### config.mk
export PLATFORM = sky130hd
export DESIGN_NAME = serial_frame_receiver_core
export DESIGN_NICKNAME = d
export VERILOG_FILES = /design/src/sfr_pkg.sv /design/src/sfr_deframer.sv /design/src/serial_frame_receiver_core.sv
export SDC_FILE = /design/constraint.sdc
export NUM_CORES = 1
export LEC_CHECK = 0
export BUFFER_PORTS_ARGS = -buffer_cell sky130_fd_sc_hd__clkbuf_2
export CAP_MARGIN = 10
export CORE_MARGIN = 4
export CORE_UTILIZATION = 45
export DETAILED_ROUTE_END_ITERATION = 10
export PLACE_DENSITY = 0.61
export SLEW_MARGIN = 20
export SYNTH_ARGS = -nofsm -noshare
export SYNTH_HDL_FRONTEND = slang
export SYNTH_SLANG_ARGS = --single-unit
### constraint.sdc
create_clock -name clock -period 6.85 [get_ports clock]
set_clock_uncertainty 0.2 [all_clocks]
set_input_delay 0.3425 -clock clock [delete_from_list [all_inputs] [get_ports clock]]
set_output_delay 0.3425 -clock clock [all_outputs]
set_load 0.01 [all_outputs]
### src/sfr_pkg.sv
package sfr_pkg;

   localparam logic [7:0]  MAGIC_BYTE       = 8'hFA;
   localparam logic [7:0]  VERSION_BYTE     = 8'h03;
   localparam logic [7:0]  ADDRESS_BYTE     = 8'h00;
   localparam logic [15:0] MAX_LENGTH_RESET = 16'd1014;

   typedef enum logic [2:0] {
      PH_MAGIC   = 3'd0,
      PH_VERSION = 3'd1,
      PH_ADDR    = 3'd2,
      PH_CMD     = 3'd3,
      PH_SEQ     = 3'd4,
      PH_LEN     = 3'd5,
      PH_PAYLOAD = 3'd6,
      PH_CSUM    = 3'd7
   } phase_type;

   typedef enum logic [2:0] {
      EV_NONE    = 3'd0,
      EV_DATA    = 3'd1,
      EV_DONE    = 3'd2,
      EV_SYNC    = 3'd3,
      EV_VERSION = 3'd4,
      EV_ADDRESS = 3'd5,
      EV_LENGTH  = 3'd6
   } event_type;

   // Deframer state carried from word to word
   typedef struct packed {
      phase_type   phase;
      logic        second;      // second byte of a two-byte field
      logic [7:0]  command;
      logic [7:0]  seq_num;
      logic [15:0] length;
      logic [15:0] pay_count;
      logic [7:0]  csum_low;
   } frame_state_type;

   typedef struct packed {
      event_type   evt;
      logic [7:0]  data;
      logic [15:0] index;
      logic [7:0]  command;
      logic [7:0]  seq_num;
      logic [15:0] length;
      logic [15:0] csum;
   } frame_result_type;

endpackage

### src/sfr_deframer.sv
module sfr_deframer (
   input  sfr_pkg::frame_state_type  cur_state,
   input  logic [7:0]                rx_byte,
   input  logic [15:0]               max_length,
   output sfr_pkg::frame_state_type  nxt_state,
   output sfr_pkg::frame_result_type result
);
   import sfr_pkg::*;

   logic [15:0] len_full;
   logic [15:0] count_inc;

   assign len_full  = {rx_byte, cur_state.length[7:0]};
   assign count_inc = cur_state.pay_count + 16'd1;

   always_comb begin
      nxt_state    = cur_state;
      result.evt   = EV_NONE;
      result.index = 16'd0;
      result.csum  = 16'd0;

      case (cur_state.phase)
         PH_VERSION: begin
            if (rx_byte == VERSION_BYTE) begin
               nxt_state.phase  = PH_ADDR;
               nxt_state.second = 1'b0;
            end else begin
               result.evt          = EV_VERSION;
               nxt_state.phase     = PH_MAGIC;
               nxt_state.second    = 1'b0;
               nxt_state.pay_count = 16'd0;
            end
         end
         PH_ADDR: begin
            if (rx_byte == ADDRESS_BYTE) begin
               if (!cur_state.second) begin
                  nxt_state.second = 1'b1;
               end else begin
                  nxt_state.second = 1'b0;
                  nxt_state.phase  = PH_CMD;
               end
            end else begin
               result.evt          = EV_ADDRESS;
               nxt_state.phase     = PH_MAGIC;
               nxt_state.second    = 1'b0;
               nxt_state.pay_count = 16'd0;
            end
         end
         PH_CMD: begin
            nxt_state.command = rx_byte;
            nxt_state.phase   = PH_SEQ;
         end
         PH_SEQ: begin
            nxt_state.seq_num = rx_byte;
            nxt_state.phase   = PH_LEN;
            nxt_state.second  = 1'b0;
         end
         PH_LEN: begin
            if (!cur_state.second) begin
               nxt_state.length = {8'd0, rx_byte};
               nxt_state.second = 1'b1;
            end else begin
               nxt_state.length    = len_full;
               nxt_state.second    = 1'b0;
               nxt_state.pay_count = 16'd0;
               if (len_full > max_length) begin
                  result.evt      = EV_LENGTH;
                  nxt_state.phase = PH_MAGIC;
               end else if (len_full == 16'd0) begin
                  nxt_state.phase = PH_CSUM;
               end else begin
                  nxt_state.phase = PH_PAYLOAD;
               end
            end
         end
         PH_PAYLOAD: begin
            result.evt          = EV_DATA;
            result.index        = cur_state.pay_count;
            nxt_state.pay_count = count_inc;
            if (count_inc >= cur_state.length) begin
               nxt_state.phase  = PH_CSUM;
               nxt_state.second = 1'b0;
            end
         end
         PH_CSUM: begin
            if (!cur_state.second) begin
               nxt_state.csum_low = rx_byte;
               nxt_state.second   = 1'b1;
            end else begin
               result.evt          = EV_DONE;
               result.csum         = {rx_byte, cur_state.csum_low};
               nxt_state.phase     = PH_MAGIC;
               nxt_state.second    = 1'b0;
               nxt_state.pay_count = 16'd0;
            end
         end
         default: begin
            // hunting for the magic byte
            if (rx_byte == MAGIC_BYTE) begin
               nxt_state.phase  = PH_VERSION;
               nxt_state.second = 1'b0;
            end else begin
               result.evt          = EV_SYNC;
               nxt_state.phase     = PH_MAGIC;
               nxt_state.second    = 1'b0;
               nxt_state.pay_count = 16'd0;
            end
         end
      endcase

      result.data    = rx_byte;
      result.command = nxt_state.command;
      result.seq_num = nxt_state.seq_num;
      result.length  = nxt_state.length;
   end

endmodule

### src/serial_frame_receiver_core.sv
// Each accepted byte's result word is registered in the result or skid register.
// One byte per cycle while not stalled; the state update is one byte-wide step.
// A two-deep output (result register plus skid register) keeps req_ open while
// one finished result waits; req_stall rises only when both are occupied.
// Reset (synchronous, active high) returns to magic-byte hunt, clears the held
// header fields and counters, empties the output and sets the limit to 1014.
module serial_frame_receiver_core (
   input  logic        clock,
   input  logic        reset,
   input  logic        req_valid,
   output logic        req_stall,
   input  logic [7:0]  req_rx_byte,
   output logic        rsp_valid,
   input  logic        rsp_stall,
   output logic [2:0]  rsp_event_res,
   output logic [7:0]  rsp_data_byte,
   output logic [15:0] rsp_payload_index,
   output logic [7:0]  rsp_command_code,
   output logic [7:0]  rsp_sequence_number,
   output logic [15:0] rsp_payload_length,
   output logic [15:0] rsp_frame_checksum,
   input  logic        csr_wr_en,
   input  logic [15:0] csr_wr_data
);
   import sfr_pkg::*;

   // configuration: payload length limit
   logic [15:0]      max_len_ff;

   // deframer state
   frame_state_type  state_ff;
   frame_state_type  state_in;
   frame_result_type result_in;

   // output register and skid register
   frame_result_type main_ff;
   logic             main_valid_ff;
   frame_result_type skid_ff;
   logic             skid_valid_ff;

   logic             in_fire;
   logic             out_fire;

   assign req_stall = skid_valid_ff;
   assign in_fire   = req_valid && !skid_valid_ff;
   assign out_fire  = main_valid_ff && !rsp_stall;

   sfr_deframer u_deframer (
      .cur_state  (state_ff),
      .rx_byte    (req_rx_byte),
      .max_length (max_len_ff),
      .nxt_state  (state_in),
      .result     (result_in)
   );

   always_ff @(posedge clock) begin
      if (reset) begin
         max_len_ff <= MAX_LENGTH_RESET;
      end else if (csr_wr_en) begin
         max_len_ff <= csr_wr_data;
      end
   end

   always_ff @(posedge clock) begin
      if (reset) begin
         state_ff.phase     <= PH_MAGIC;
         state_ff.second    <= 1'b0;
         state_ff.command   <= 8'd0;
         state_ff.seq_num   <= 8'd0;
         state_ff.length    <= 16'd0;
         state_ff.pay_count <= 16'd0;
         state_ff.csum_low  <= 8'd0;
      end else if (in_fire) begin
         state_ff <= state_in;
      end
   end

   // Skid handling: a new word goes to the result register when it is free or
   // draining this cycle, otherwise it parks in the skid register.
   always_ff @(posedge clock) begin
      if (reset) begin
         main_valid_ff <= 1'b0;
         skid_valid_ff <= 1'b0;
      end else if (skid_valid_ff) begin
         if (out_fire) begin
            main_valid_ff <= 1'b1;
            skid_valid_ff <= 1'b0;
         end
      end else if (in_fire) begin
         if (!main_valid_ff || out_fire) begin
            main_valid_ff <= 1'b1;
         end else begin
            skid_valid_ff <= 1'b1;
         end
      end else if (out_fire) begin
         main_valid_ff <= 1'b0;
      end
   end

   always_ff @(posedge clock) begin
      if (skid_valid_ff) begin
         if (out_fire) begin
            main_ff <= skid_ff;
         end
      end else if (in_fire) begin
         if (!main_valid_ff || out_fire) begin
            main_ff <= result_in;
         end else begin
            skid_ff <= result_in;
         end
      end
   end

   assign rsp_valid           = main_valid_ff;
   assign rsp_event_res       = main_ff.evt;
   assign rsp_data_byte       = main_ff.data;
   assign rsp_payload_index   = main_ff.index;
   assign rsp_command_code    = main_ff.command;
   assign rsp_sequence_number = main_ff.seq_num;
   assign rsp_payload_length  = main_ff.length;
   assign rsp_frame_checksum  = main_ff.csum;

endmodule

==> summary.md <==
| Metric | Value |
|---|---|
| Synthesis Warnings | 0 |
| Max Cap Violations | 0 |
| FILL cells | 1947 |
| WL met2 | 10900 um |
| DR pass1 iterations | 4 |
| Fraction of registers with async set/reset | 0% |
| Vias | 6794 |
| Mean Syn Cell Area | 11.9 um^2 |
| R2R cell count | 12 |
| Number of global-route vias before repair | 6748 |
| Worst hold start | rsp_stall |
| Power, Total | 3.20 mW |
| Share of layout cells above drive strength 1 | 25.6% |
| Area share of the largest cell type after synthesis | 43.9% |
| 1st-iter DRT viols | 412 |
| CP Data Arrival Time | 4.00 ns |
| TritonCTS Buffers | 24 |
| Die height | 159 um |
| Wire per inst | 18.0 um |
| Library cells used by synthesis | 59 |
| Syn Inst Count | 864 |
| Reg2reg end | state_ff[58] |
| Cell Area, Placed | 11000 um^2 |
| CTS tree | yes |
| Post-synthesis cell area | 10300 um^2 |
| Synth Flop Type | edfxtp_1 |
| P_leak | 4.63 nW |
| Gr usage total | 17.7% |
| Sequential-to-total area share from yosys stat | 59.1% |
| Final setup vio count | 0 |
| Maximum clock frequency | 267 MHz |
| Final HPWL DP | 14700 um |
| Slew @ Worst Pin | 1.02 ns |
| Initial Util | 45.5% |
| Slew Limit Fails | 0 |
| Tmin final | 3.75 ns |
| Clk pin slew, worst setup/hold paths | 0.06 ns |
| CTS HTree Levels | 1 |
| Post-Route M1 WL | 10500 um |
| Leading cell type in the layout, fill and taps excluded | edfxtp_1 |
| I/O pin count | 106 |
| Remaining DRCs | 0 |
| Met3 Wirelength | 1070 um |
| Detail Route Antenna Nets | 0 |
| Crit. End Element | flip-flop |
| Worst EP required | 7.10 ns |
| Endpoints failing hold | 0 |
| Num Clock Sinks | 228 |
| Root Buffer | clkbuf_16 |
| Crit path max fanout | 7 |
| Row count | 55 |
| Area grow syn2layout | 16.6% |
| Global route overflow | 0 |
| First-pass GRT wire length | 37100 um |
| Worst Setup Start Kind | flip-flop |
| Top Metal Used | met4 |
| Hold Path End | rsp_valid |
| Clk buf depth | 3 |
| Core ar. | 22600 um^2 |
| Final GP Congestion | 0.822 |
| Die area | 25300 um^2 |
| Unrepaired setup endpoints after global routing | no |
| Antenna Diode Count | 0 |
| Cell taking the most area after synthesis | edfxtp_1 |
| Post-Route Utilization | 53.1% |
| R2r setup slk | 3.10 ns |
| Hold depth | 3 |
| Worst-skew pair later-pin latency | 0.51 ns |
| Worst min path class | in2reg |
| Commonest cells after routing, fill and taps aside | edfxtp_1, clkbuf_2, mux2_2 |
| TNS Setup | 0 ns |
| Post-synth EDFFs | 150 |
| Vias per cell | 5.37 |
| I/O Buffers | 105 |
| Antenna violations before repair | 0 |
| # resized after CTS | 0 |
| Synth area leaders | edfxtp_1, dfxtp_1, mux2_2 |
| Rel. slew slack | 32.0% |
| Final #Nets | 1026 |
| Worst vdd ir | 0.134 mV |
| Kind of critical path | reg2reg |
| Chip width | 159 um |
| Syn nets | 926 |
| Final instance area | 12000 um^2 |
| Routed wire length | 22800 um |
| #FFs+latches synth | 228 |
| Largest net degree at the start of global routing | 71 |
| Outcome | complete, no violations |
| Ratio of total power to cell area | 267 nW/um^2 |
| Reg2Reg Launch Point | state_ff[8] |
| Final worst-path cycle share | 54.7% |
[report_power, final]
group	total [mW]	switching [mW]	internal, mW
Sequential	1.58	0.0290	1.55
Combinational	0.278	0.167	0.111
Clock	1.35	0.516	0.830
Total	3.20	0.712	2.49
[flip-flops by register name (all words and copies together) (netlist names)]
register and count:
skid_ff 75, state_ff 60, max_len_ff 16, rsp_frame_checksum 16, rsp_payload_index 16, rsp_payload_length 16
rsp_command_code 8, rsp_data_byte 8, rsp_sequence_number 8, rsp_event_res 3, req_stall 1, rsp_valid 1
[layer usage]
metal  up-vias  global-route usage, %
met1      3271                   24.0
met4         0                   4.14
li1       3342                      -
met3        33                   2.82
met5         -                      0
met2       148                   30.3
[repair_timing]
action | in CTS | in global routing
hold buffers | 18 | 0
buffers inserted | 0 | 0
hold endpoints to repair | 17 | 0
[per-stage QoR]
step | setup WS (ns) | hold WS (ns) | cells
after floorplan | 1.08 | 0.241 | 864
after CTS | 3.15 | 0.00923 | 1266
after detailed placement | 3.14 | 0.273 | 1205
after global routing | 2.80 | 0.0343 | 1266
after global placement | 3.24 | 0.263 | 1205
final | 3.10 | 0.0360 | 1266
[cell type report]
| type | count | area (um^2) | share of cell area [%] |
|---|---|---|---|
| Sequential cell | 228 | 6070 | 50.7 |
| Multi-Input combinational cell | 544 | 3850 | 32.1 |
| Timing Repair Buffer | 130 | 758 | 6.33 |
| Clock buffer | 36 | 677 | 5.65 |
| Tap cell | 285 | 357 | 2.98 |
| Inverter | 36 | 135 | 1.13 |
| Clock inverter | 7 | 133 | 1.11 |
[worst max-delay path, stage by stage (launching register included)]
cell,delay [ns]
dfxtp_1,0.45
ha_1,0.26
nand3_1,0.26
nor4_2,0.47
nand3_1,0.21
xnor2_1,0.21
ha_1,0.27
o21ai_0,0.17
nor2_1,0.05
or4_1,0.46
a211o_1,0.35
a211o_1,0.29
o21ai_2,0.05
[cell usage after synthesis, types with 3 or more instances]
cell type  instances
a32o_1             5
xor2_1             6
a211oi_1          11
and3_1            18
clkbuf_1          37
a21o_1             3
nand2_1           61
a21oi_1           42
buf_4              3
and4_1             4
xnor2_1            8
mux2i_1           16
nor3_1            30
nand3b_1           5
edfxtp_1         150
nand2b_1           4
nand4_1            5
o211ai_1          10
nor2b_1            4
buf_1              5
ha_1              33
nor2_1            73
inv_1             35
and2_1            16
dfxtp_1           78
nor4_1             3
mux2_2            91
nand3_1           28
buf_2             10
o21ai_0           34
[worst max-delay path by stage]
stage,to,from,slack (ns)
2_1_floorplan,rsp_command_code[0],req_stall,1.08
3_3_place_gp,state_ff[56],state_ff[8],3.24
3_5_place_dp,state_ff[56],state_ff[8],3.14
4_1_cts,state_ff[58],state_ff[8],3.15
5_1_grt,state_ff[56],state_ff[8],2.80
6_report,state_ff[58],state_ff[8],3.10
[cell families after synthesis]
family / Yosys count / share of synthesized area (%)
flops: 228 / 59.1
fa+ha+maj: 33 / 4.02
compound gates: 124 / 7.65
xor+xnor: 14 / 1.19
buf+inv: 92 / 3.67
mux: 107 / 11.5
simple gates: 266 / 12.9
Note: power is estimated with default switching activity, not from simulation.
